<file path="config.mk">
export PLATFORM = sky130hd
export DESIGN_NAME = allocation_bitmap_engine_core
export DESIGN_NICKNAME = d
export VERILOG_FILES = /design/src/rtl/abe_pkg.sv /design/src/rtl/allocation_bitmap_engine_core.sv
export SDC_FILE = /design/constraint.sdc
export NUM_CORES = 1
export LEC_CHECK = 0
export BUFFER_PORTS_ARGS = -buffer_cell sky130_fd_sc_hd__buf_2
export CORE_MARGIN = 4
export CORE_UTILIZATION = 45
export CTS_CLUSTER_DIAMETER = 30
export DETAILED_ROUTE_END_ITERATION = 7
export SLEW_MARGIN = 10
export SYNTH_ARGS = -nofsm -noshare
export SYNTH_HDL_FRONTEND = slang
export SYNTH_SLANG_ARGS = --single-unit
</file>
<file path="constraint.sdc">
create_clock -name clk -period 4.2 [get_ports clk]
set_input_delay 0 -clock clk [delete_from_list [all_inputs] [get_ports clk]]
set_output_delay 0 -clock clk [all_outputs]
set_load 0.02 [all_outputs]
</file>
<file path="src/rtl/abe_pkg.sv">
`timescale 1ns / 1ps
// Shared constants for the allocation bitmap engine: capacity, request codes
// and status codes. No dependencies.
package abe_pkg;

    localparam int MAX_BYTES = 64;
    localparam int ADDR_W    = $clog2(MAX_BYTES);
    localparam int POS_W     = 9;
    localparam int SIZE_W    = 7;

    localparam logic [1:0] REQ_FIND  = 2'd0;
    localparam logic [1:0] REQ_SET   = 2'd1;
    localparam logic [1:0] REQ_CLEAR = 2'd2;
    localparam logic [1:0] REQ_TEST  = 2'd3;

    localparam logic [1:0] STAT_OK        = 2'd0;
    localparam logic [1:0] STAT_NOT_FOUND = 2'd1;
    localparam logic [1:0] STAT_ERROR     = 2'd2;

    localparam logic REG_BYTES_IN_USE = 1'b0;

endpackage

</file>
<file path="src/rtl/allocation_bitmap_engine_core.sv">
`timescale 1ns / 1ps
// Allocation bitmap engine top level: bitmap memory, scan sequencer and
// register port. Depends on abe_pkg for capacity and codes.
//
//  Channel   Direction  Handshake              Payload
//  -------   ---------  ---------------------  ---------------------------------
//  request   in         in_valid / in_stall    req_type, bit_position, find_value
//  result    out        out_valid / out_stall  status, found_position, bit_value
//  config    in         APB psel / penable     bytes_in_use at address 0
//
// A find reads its bytes in order through the single memory read port, one byte per
// cycle, and stops at the first byte that holds a match. Set and clear go through a
// read-modify-write of one byte and test reads one byte, all via the access state;
// errors go straight to the response state. The block takes one request at a
// time and accepts the next one in the cycle its result is first presented. Reset
// clears the per-byte valid flags at once, so every byte reads as zero afterwards
// without a clearing pass. A stalled result holds in the output register; a finished
// transaction waits in the response state until the output register is free.
module allocation_bitmap_engine_core (
    input  logic                        clk,
    input  logic                        rst_n,
    // request channel
    input  logic                        in_valid,
    output logic                        in_stall,
    input  logic [1:0]                  req_type,
    input  logic [abe_pkg::POS_W-1:0]   bit_position,
    input  logic                        find_value,
    // result channel
    output logic                        out_valid,
    input  logic                        out_stall,
    output logic [1:0]                  status,
    output logic [abe_pkg::POS_W-1:0]   found_position,
    output logic                        bit_value,
    // configuration port
    input  logic                        psel,
    input  logic                        penable,
    input  logic                        pwrite,
    input  logic [2:0]                  paddr,
    input  logic [31:0]                 pwdata,
    output logic [31:0]                 prdata,
    output logic                        pready
);

    localparam int AW = abe_pkg::ADDR_W;

    localparam logic [1:0] S_IDLE   = 2'd0;
    localparam logic [1:0] S_SCAN   = 2'd1;
    localparam logic [1:0] S_ACCESS = 2'd2;
    localparam logic [1:0] S_RESP   = 2'd3;

    // Lowest set bit of a byte; the byte is known to be nonzero when used.
    function automatic logic [2:0] lowest_one(input logic [7:0] b);
        logic [2:0] idx;
        idx = 3'd0;
        for (int k = 7; k >= 0; k--)
        begin
            if (b[k])
            begin
                idx = 3'(k);
            end
        end
        return idx;
    endfunction

    logic [1:0]                  state_reg, state_next;
    logic [abe_pkg::SIZE_W-1:0]  bytes_in_use_reg;
    logic [abe_pkg::SIZE_W-1:0]  size;

    logic [1:0]                  req_reg;
    logic                        want_reg;
    logic [2:0]                  bit_sel_reg;
    logic [AW-1:0]               acc_addr_reg;

    logic [abe_pkg::SIZE_W-1:0]  issue_cnt_reg, issue_cnt_next;
    logic                        data_vld_reg;
    logic [AW-1:0]               data_idx_reg;

    logic [1:0]                  res_status_reg, res_status_next;
    logic [abe_pkg::POS_W-1:0]   res_pos_reg, res_pos_next;
    logic                        res_bit_reg, res_bit_next;

    logic                        out_valid_reg;
    logic [1:0]                  out_status_reg;
    logic [abe_pkg::POS_W-1:0]   out_pos_reg;
    logic                        out_bit_reg;

    // Bitmap storage with one valid flag per byte; an unwritten byte reads as zero.
    logic [7:0]                  mem [abe_pkg::MAX_BYTES];
    logic [abe_pkg::MAX_BYTES-1:0] byte_valid_reg;
    logic [7:0]                  rdata_reg;
    logic                        rvalid_reg;
    logic                        rd_en;
    logic [AW-1:0]               rd_addr;
    logic                        wr_en;
    logic [7:0]                  wr_data;

    logic                        in_accept;
    logic                        out_free;
    logic                        out_load;
    logic [7:0]                  byte_eff;
    logic [7:0]                  match_bits;
    logic [AW+2:0]               found_full;
    logic [abe_pkg::POS_W:0]     limit_bits;
    logic                        pos_bad;

    // A size above the capacity is saturated to the capacity.
    assign size = (int'(bytes_in_use_reg) > abe_pkg::MAX_BYTES) ?
                  abe_pkg::SIZE_W'(abe_pkg::MAX_BYTES) : bytes_in_use_reg;

    assign in_stall  = (state_reg != S_IDLE);
    assign in_accept = in_valid && !in_stall;
    assign out_free  = !out_valid_reg || !out_stall;
    assign out_load  = (state_reg == S_RESP) && out_free;

    assign limit_bits = (abe_pkg::POS_W + 1)'({size, 3'b000});
    assign pos_bad    = ({1'b0, bit_position} >= limit_bits);

    assign byte_eff   = rvalid_reg ? rdata_reg : 8'h00;
    assign match_bits = want_reg ? byte_eff : ~byte_eff;
    assign found_full = {data_idx_reg, lowest_one(match_bits)};

    // Configuration port: zero wait states, register 0 only.
    assign pready = 1'b1;
    assign prdata = (paddr[2] == abe_pkg::REG_BYTES_IN_USE) ?
                    {{(32 - abe_pkg::SIZE_W){1'b0}}, bytes_in_use_reg} : 32'd0;

    always_ff @(posedge clk or negedge rst_n)
    begin
        if (!rst_n)
        begin
            bytes_in_use_reg <= abe_pkg::SIZE_W'(64);
        end
        else if (psel && penable && pwrite && pready &&
                 (paddr[2] == abe_pkg::REG_BYTES_IN_USE))
        begin
            bytes_in_use_reg <= pwdata[abe_pkg::SIZE_W-1:0];
        end
    end

    // Read port: the request address on acceptance, the scan counter during a find.
    always_comb
    begin
        rd_en   = 1'b0;
        rd_addr = AW'(bit_position >> 3);
        if (in_accept)
        begin
            rd_en   = 1'b1;
            rd_addr = AW'(bit_position >> 3);
        end
        else if (state_reg == S_SCAN)
        begin
            rd_en   = (issue_cnt_reg < size);
            rd_addr = AW'(issue_cnt_reg);
        end
    end

    assign wr_en = (state_reg == S_ACCESS) &&
                   ((req_reg == abe_pkg::REQ_SET) || (req_reg == abe_pkg::REQ_CLEAR));

    always_comb
    begin
        wr_data = byte_eff;
        if (req_reg == abe_pkg::REQ_SET)
        begin
            wr_data[bit_sel_reg] = 1'b1;
        end
        else
        begin
            wr_data[bit_sel_reg] = 1'b0;
        end
    end

    always_ff @(posedge clk)
    begin
        if (rd_en)
        begin
            rdata_reg <= mem[rd_addr];
        end
        if (wr_en)
        begin
            mem[acc_addr_reg] <= wr_data;
        end
    end

    always_ff @(posedge clk or negedge rst_n)
    begin
        if (!rst_n)
        begin
            byte_valid_reg <= '0;
            rvalid_reg     <= 1'b0;
        end
        else
        begin
            if (rd_en)
            begin
                rvalid_reg <= byte_valid_reg[rd_addr];
            end
            if (wr_en)
            begin
                byte_valid_reg[acc_addr_reg] <= 1'b1;
            end
        end
    end

    // Sequencer.
    always_comb
    begin
        state_next      = state_reg;
        issue_cnt_next  = issue_cnt_reg;
        res_status_next = res_status_reg;
        res_pos_next    = res_pos_reg;
        res_bit_next    = res_bit_reg;
        unique case (state_reg)
            S_IDLE:
            begin
                if (in_accept)
                begin
                    res_status_next = abe_pkg::STAT_ERROR;
                    res_pos_next    = '0;
                    res_bit_next    = 1'b0;
                    issue_cnt_next  = '0;
                    if (size == '0)
                    begin
                        state_next = S_RESP;
                    end
                    else if (req_type == abe_pkg::REQ_FIND)
                    begin
                        state_next = S_SCAN;
                    end
                    else if (pos_bad)
                    begin
                        state_next = S_RESP;
                    end
                    else
                    begin
                        state_next = S_ACCESS;
                    end
                end
            end
            S_SCAN:
            begin
                if (rd_en)
                begin
                    issue_cnt_next = issue_cnt_reg + 1'b1;
                end
                if (data_vld_reg && (match_bits != 8'h00))
                begin
                    res_status_next = abe_pkg::STAT_OK;
                    res_pos_next    = abe_pkg::POS_W'(found_full);
                    state_next      = S_RESP;
                end
                else if (data_vld_reg && (issue_cnt_reg == size))
                begin
                    res_status_next = abe_pkg::STAT_NOT_FOUND;
                    state_next      = S_RESP;
                end
            end
            S_ACCESS:
            begin
                res_status_next = abe_pkg::STAT_OK;
                if (req_reg == abe_pkg::REQ_TEST)
                begin
                    res_bit_next = byte_eff[bit_sel_reg];
                end
                state_next = S_RESP;
            end
            S_RESP:
            begin
                if (out_free)
                begin
                    state_next = S_IDLE;
                end
            end
            default:
            begin
                state_next = S_IDLE;
            end
        endcase
    end

    always_ff @(posedge clk or negedge rst_n)
    begin
        if (!rst_n)
        begin
            state_reg     <= S_IDLE;
            issue_cnt_reg <= '0;
            data_vld_reg  <= 1'b0;
            out_valid_reg <= 1'b0;
        end
        else
        begin
            state_reg     <= state_next;
            issue_cnt_reg <= issue_cnt_next;
            data_vld_reg  <= (state_reg == S_SCAN) && rd_en;
            if (out_load)
            begin
                out_valid_reg <= 1'b1;
            end
            else if (!out_stall)
            begin
                out_valid_reg <= 1'b0;
            end
        end
    end

    // Payload registers.
    always_ff @(posedge clk)
    begin
        res_status_reg <= res_status_next;
        res_pos_reg    <= res_pos_next;
        res_bit_reg    <= res_bit_next;
        if (rd_en)
        begin
            data_idx_reg <= rd_addr;
        end
        if (in_accept)
        begin
            req_reg      <= req_type;
            want_reg     <= find_value;
            bit_sel_reg  <= bit_position[2:0];
            acc_addr_reg <= AW'(bit_position >> 3);
        end
        if (out_load)
        begin
            out_status_reg <= res_status_reg;
            out_pos_reg    <= res_pos_reg;
            out_bit_reg    <= res_bit_reg;
        end
    end

    assign out_valid      = out_valid_reg;
    assign status         = out_status_reg;
    assign found_position = out_pos_reg;
    assign bit_value      = out_bit_reg;

    // A new result appears only when the sequencer leaves its response state.
    a_out_from_resp: assert property (@(posedge clk) disable iff (!rst_n)
        $rose(out_valid_reg) |-> $past(state_reg) == S_RESP)
        else $error("result raised outside the response state");

    // A failed transaction carries no position and no bit.
    a_fail_clean: assert property (@(posedge clk) disable iff (!rst_n)
        out_valid_reg && (out_status_reg != abe_pkg::STAT_OK) |->
        (out_pos_reg == '0) && !out_bit_reg)
        else $error("failed result carries payload");

    // The scan never reads past the bytes in use.
    a_scan_bound: assert property (@(posedge clk) disable iff (!rst_n)
        (state_reg == S_SCAN) |-> (issue_cnt_reg <= size))
        else $error("scan counter beyond size");

    // The bitmap is only written in the access state of a set or clear.
    a_write_kind: assert property (@(posedge clk) disable iff (!rst_n)
        wr_en |-> (state_reg == S_ACCESS) && (req_reg != abe_pkg::REQ_TEST))
        else $error("bitmap written by a test or outside access");

endmodule
</file>
==> flow_summary.toml, run 1 <==
[outcome]
status = "finished, final reports clean"

[setup_path]
required_ps = 4740
critPathTopFamily = "compound AO/OA/AOI/OAI gates"
critPathBufInv = 3
arrival_ps = 4350
startpoint_type = "register"
critical-path-max-stage-delay_ps = 610
path_cells = "ha_1 > a21bo_1 > mux2i_4 > buf_12 > inv_4 > buf_12 > nand2_1 > a32oi_1 > and3_1 > a311oi_1 > o211ai_1"
slowest_stage = "a311oi_1"
crit_fanout = 45
rrSetupSlack_ps = 400
crit_path_end_kind = "register"
path_class = "reg -> reg"
cpMostUsedCell = "buf_12"

[placed_design]
dp.cells = 2763
post-place-ws_ps = 440
gp_congestion = 0.887
io_buffers = 47
hpwl_um = 41400
placed_cell_area_um2 = 28000

[timing]
skew_ps = 27.3
fmax_mhz = 263
holdWs_ps = 55.4
setup-tns-final_ps = 0
tightest_slew_ps = 1090
hold_viol_final = 0
setup_viol = 0
finalCritPeriodShare = 0.906
period_minus_slack_ps = 3800
layout_setup_ws_ps = 396
relSlewSlack = 0.251
finalMaxSlewViolations = 0
rsz0062_at_grt = "no"

[clocking]
tritoncts = "built"
cts_hold_buffers = 36
cts_buffer_depth = 3
h-tree-depth = 4
cts_sinks = 645
cts_resized = 0
post_cts_buffers = 0
clkLatencyLatePin_ps = 700
cts_buffers = 130
clock_tree.root_cell = "clkbuf_16"
path_clk_slew_ps = 50

[grt]
track_usage = 0.219
antenna_found_initial = 0
grt_max_degree = 87
grt_remaining_overflow = 0
grt_pass1_wl_um = 104000
grt_pass1_vias = 16800

[power]
vdd_drop_max_v = 0.000416
total_power_mw = 23.4
p_per_area_nw_per_um2 = 717
leakage_nw = 12.3

[finish]
largest_reg_flops = 512
nets = 2238
drive_gt1_frac = 0.197
area_delta_synth_final_pct = 23.2
finalNonFillerCells = 3035
design_area_um2 = 32700
nFillCells = 4528
fin_util = 0.563

[job]
maxCapViolCount = 0

[detailed_routing]
drt-initial-drc-count = 1479
vias = 16900
first_pass_iters = 5
post_drt_wl_per_cell_um = 22.8
routed_wl_um = 69100
ant_nets = 0
post_drt_via_cell_ratio = 5.58
drc = 0

[synth]
yosys_warnings = 0
netlist.area_leader.share = 0.636
synth_seq_cells = 645
synth_most_common_cell = "edfxtp_1"
ys_top_cells_by_count = "edfxtp_1, nand2_1, nand3_1"
synth_area_um2 = 26500
synth_cell_types = 66
synth-edff-count = 562
synth_async_sr_flop_share = 0.129
ys_seq_area_frac = 0.714
synth_top_area_cell = "edfxtp_1"
synth_area_leaders = "edfxtp_1, dfrtp_1, nand2_1"
synthCells = 1971
syn_area_per_cell_um2 = 13.5
synthFlopType = "edfxtp_1"

[min_path]
worstHoldPathType = "in -> reg"

[floorplanning]
die_x_um = 251
die_h_um = 251
core_um2 = 58000
pin_count = 101
dieArea_um2 = 62900
initial_core_util = 0.457
fp-row-count = 88
layout by cell type, fill, tap and decap left out, drive strengths merged, types with 20 or more instances in the layout:
cell type	instances
edfxtp	562
nand2	422
clkbuf	152
buf	134
nand3	100
mux2i	88
nor2	83
dfrtp	82
a21oi	77
or2	68
clkinv	48
a31oi	39
dlygate4sd3	35
o21ai	30
o22ai	26
conb	26
inv	23
a32oi	21
nand4	20
layout make-up:
type | instances | area, µm² | share of cell area
inverters | 20 | 77.6 | 0.00237
clock buffers | 152 | 3430 | 0.105
repair buffers | 169 | 1350 | 0.0413
flip-flops and latches | 645 | 19000 | 0.580
diodes | 1 | 2.50 | 0.0000766
multi-input cells | 1200 | 6990 | 0.214
well taps | 765 | 957 | 0.0293
clock inverters | 83 | 921 | 0.0282
kinds of logic after synthesis:
family / synth area share
AOI/OAI and AO/OA: 0.0674
adders and majority gates: 0.00849
buffers and inverters: 0.0297
DFF: 0.714
muxes: 0.0478
other: 0.000283
and+or+nand+nor: 0.132
layer usage:
metal | wire length, µm | GRT usage
met1 | 28800 | 0.289
met2 | 32700 | 0.344
met3 | 5000 | 0.0612
met4 | 2500 | 0.0926
met5 | 0 | 0
path summary, 6_finish.rpt:
check,startpoint,end,cells after the start
worst max-delay path,state_reg[0]$_DFFE_PN0P_,rvalid_reg$_DFFE_PN0N_,11
worst min-delay path,req_type[0],req_reg[0]$_DFFE_PP_,2
worst max register to register,state_reg[0]$_DFFE_PN0P_,rvalid_reg$_DFFE_PN0N_,11
worst min register to register,res_pos_reg[7]$_SDFFCE_PN0P_,found_position[7]$_DFFE_PP_,0
max in group asynchronous,rst_n,byte_valid_reg[41]$_DFFE_PN0P_,4
min in group asynchronous,rst_n,bytes_in_use_reg[6]$_DFFE_PN1P_,3
report_power, final:
group	switching (mW)	internal, mW
logic	3.41	1.64
clock network	3.33	6.70
registers	0.332	8.04
Note: power is estimated with default switching activity, not from simulation.
==> run 2, diff against run 1 <==
--- a/config.mk
+++ b/config.mk
@@ -10,6 +10,7 @@
 export CORE_UTILIZATION = 45
 export CTS_CLUSTER_DIAMETER = 30
 export DETAILED_ROUTE_END_ITERATION = 7
+export SETUP_SLACK_MARGIN = 0.4
 export SLEW_MARGIN = 10
 export SYNTH_ARGS = -nofsm -noshare
 export SYNTH_HDL_FRONTEND = slang
==> run 2 against run 1 <==
  * Clock power hardly changed
  * Global-route usage fell by 0.11 points
  * Die area unchanged
  * Count of clock-buffer cells in the layout shrank 10
  * Non-clock buffer count rose by 18
  * Hold slack better by 2.7 ps
  * Critical path depth grew 2
  * Via count grew 0.43%
  * Total power is 1.4% higher
  * Routed wire length up 1.0%
  * Sequential power about the same
  * Sequential share of layout area down 0.44 points
  * Critical path type unchanged
  * Largest cell class unchanged
==> flow_summary.toml, run 2 (synthesis results as in run 1) <==
[grt]
grt_remaining_overflow = 0
grt_pass1_vias = 17100
track_usage = 0.218
grt_pass1_wl_um = 105000
grt_max_degree = 76
antenna_found_initial = 1

[floorplanning]
fp-row-count = 88
initial_core_util = 0.457
die_x_um = 251
dieArea_um2 = 62900
die_h_um = 251
pin_count = 101
core_um2 = 58000

[timing]
rsz0062_at_grt = "no"
layout_setup_ws_ps = 587
tightest_slew_ps = 1070
finalMaxSlewViolations = 0
fmax_mhz = 277
setup_viol = 0
period_minus_slack_ps = 3610
skew_ps = 16.9
finalCritPeriodShare = 0.860
relSlewSlack = 0.285
hold_viol_final = 0
setup-tns-final_ps = 0

[min_path]
min_from = "bit_position[1]"
worstHoldPathType = "in -> reg"
holdPathStages = 2
worstHoldEndpoint = "bit_sel_reg[1]$_DFFE_PP_"

[setup_path]
path_class = "reg -> reg"
r2r_cells = 13
reg2reg_to = "rdata_reg[2]$_DFFE_PN_"
rrSetupSlack_ps = 590
crit_fanout = 54
crit_path_end_kind = "register"
arrival_ps = 4010
startpoint_type = "register"
r2r_start = "state_reg[0]$_DFFE_PN0P_"
required_ps = 4590

[detailed_routing]
routed_wl_um = 69800
drc = 0
post_drt_wl_per_cell_um = 22.9
first_pass_iters = 6
ant_nets = 0
drt-initial-drc-count = 1803
post_drt_via_cell_ratio = 5.59
vias = 17000

[finish]
fin_util = 0.568
area_delta_synth_final_pct = 24.1
final_common_cell = "edfxtp_1"
final_cell_mix = "edfxtp_1, nand2_1, clkbuf_16, nand3_1, buf_4"
nFillCells = 4527
nets = 2246
antenna_cells = 0
drive_gt1_frac = 0.207
largest_reg_flops = 512

[placed_design]
gp_congestion = 0.849
hpwl_um = 42000
post-place-ws_ps = 286
io_buffers = 47

[clocking]
path_clk_slew_ps = 40
clock_tree.root_cell = "clkbuf_16"
cts_buffers = 120
h-tree-depth = 3
post_cts_buffers = 0
cts_sinks = 645
cts_buffer_depth = 3
tritoncts = "built"
clkLatencyLatePin_ps = 670

[power]
p_per_area_nw_per_um2 = 721
vdd_drop_max_v = 0.000460
leakage_nw = 12.4

[outcome]
status = "finished, final reports clean"

[job]
maxCapViolCount = 0
run 2: cell count changes in the layout (fill, tap and decap cells not counted), moves of 2 or more:
| cell | change |
|---|---|
| buf_12 | +2 |
| bufinv_16 | +14 |
| buf_4 | +20 |
| nor4_1 | -4 |
| clkinv_2 | -7 |
| a2111oi_1 | +2 |
| clkinv_1 | -4 |
| clkbuf_16 | -11 |
| clkinv_8 | -5 |
| nor4_2 | +4 |
| inv_16 | +2 |
| dlygate4sd3_1 | -5 |
| a2111oi_0 | -3 |
run 2: timing repair:
item | CTS | global route
setup endpoints to repair | 6 | 9
hold buffers | 31 | 0
endpoints found under the hold margin | 85 | 0
resized for setup | 3 | 10
run 2: metrics by stage:
stage               instance area [µm²]  hold WS, ps  std cells  power (mW)
finish                            32900         58.1       3042        23.8
global route                      32900         63.4       3042        24.7
CTS                               32900         33.6       3042        23.9
detailed placement                28100         80.6       2786        13.5
global placement                  28100         59.0       2786        13.3
floorplan                         26600         -296       1995        11.5
run 2: critical path, cell delays in order, from the launching register on:
cell and delay [ps]:
dfrtp_1 420, inv_1 110, ha_1 320, a21bo_4 270, mux2i_4 300, buf_12 260, inv_4 180, buf_12 240
nand2_1 100, a21oi_1 70, nor4_2 420, buf_4 200, a221o_1 290, o21ai_0 120
run 2: worst max path at each step:
stage	endpoint	start	cells after the start
after CTS	rdata_reg[6]$_DFFE_PN_	state_reg[1]$_DFFE_PN0P_	12
after floorplan	rdata_reg[0]$_DFFE_PN_	state_reg[1]$_DFFE_PN0P_	11
after detailed placement	rdata_reg[3]$_DFFE_PN_	state_reg[1]$_DFFE_PN0P_	12
after global routing	rdata_reg[1]$_DFFE_PN_	state_reg[0]$_DFFE_PN0P_	13
final	rdata_reg[2]$_DFFE_PN_	state_reg[0]$_DFFE_PN0P_	13
after global placement	rdata_reg[2]$_DFFE_PN_	state_reg[1]$_DFFE_PN0P_	13
run 2: power breakdown:
group / leakage (nW) / internal (mW) / switching (mW)
Combinational: 4.00 / 1.68 / 3.39
Sequential: 6.36 / 8.03 / 0.334
Clock: 2.09 / 7.08 / 3.25
run 2: cell type report:
| type | instances | area [µm²] | share of cell area |
|---|---|---|---|
| sequential | 645 | 19000 | 0.576 |
| multi-input combinational | 1200 | 7040 | 0.214 |
| clock buffer | 142 | 3160 | 0.0959 |
| timing repair buffer | 187 | 1500 | 0.0456 |
| clock inverter | 83 | 1250 | 0.0380 |
| tap | 765 | 957 | 0.0291 |
| inverter | 20 | 77.6 | 0.00236 |
run 2: per-layer routing:
layer | up-vias | global-route usage | routed length (µm)
li1 | 7710 | - | -
met1 | 8483 | 0.289 | 28700
met2 | 671 | 0.350 | 33300
met3 | 137 | 0.0497 | 5320
met4 | 2 | 0.0896 | 2470
met5 | - | 0 | 12
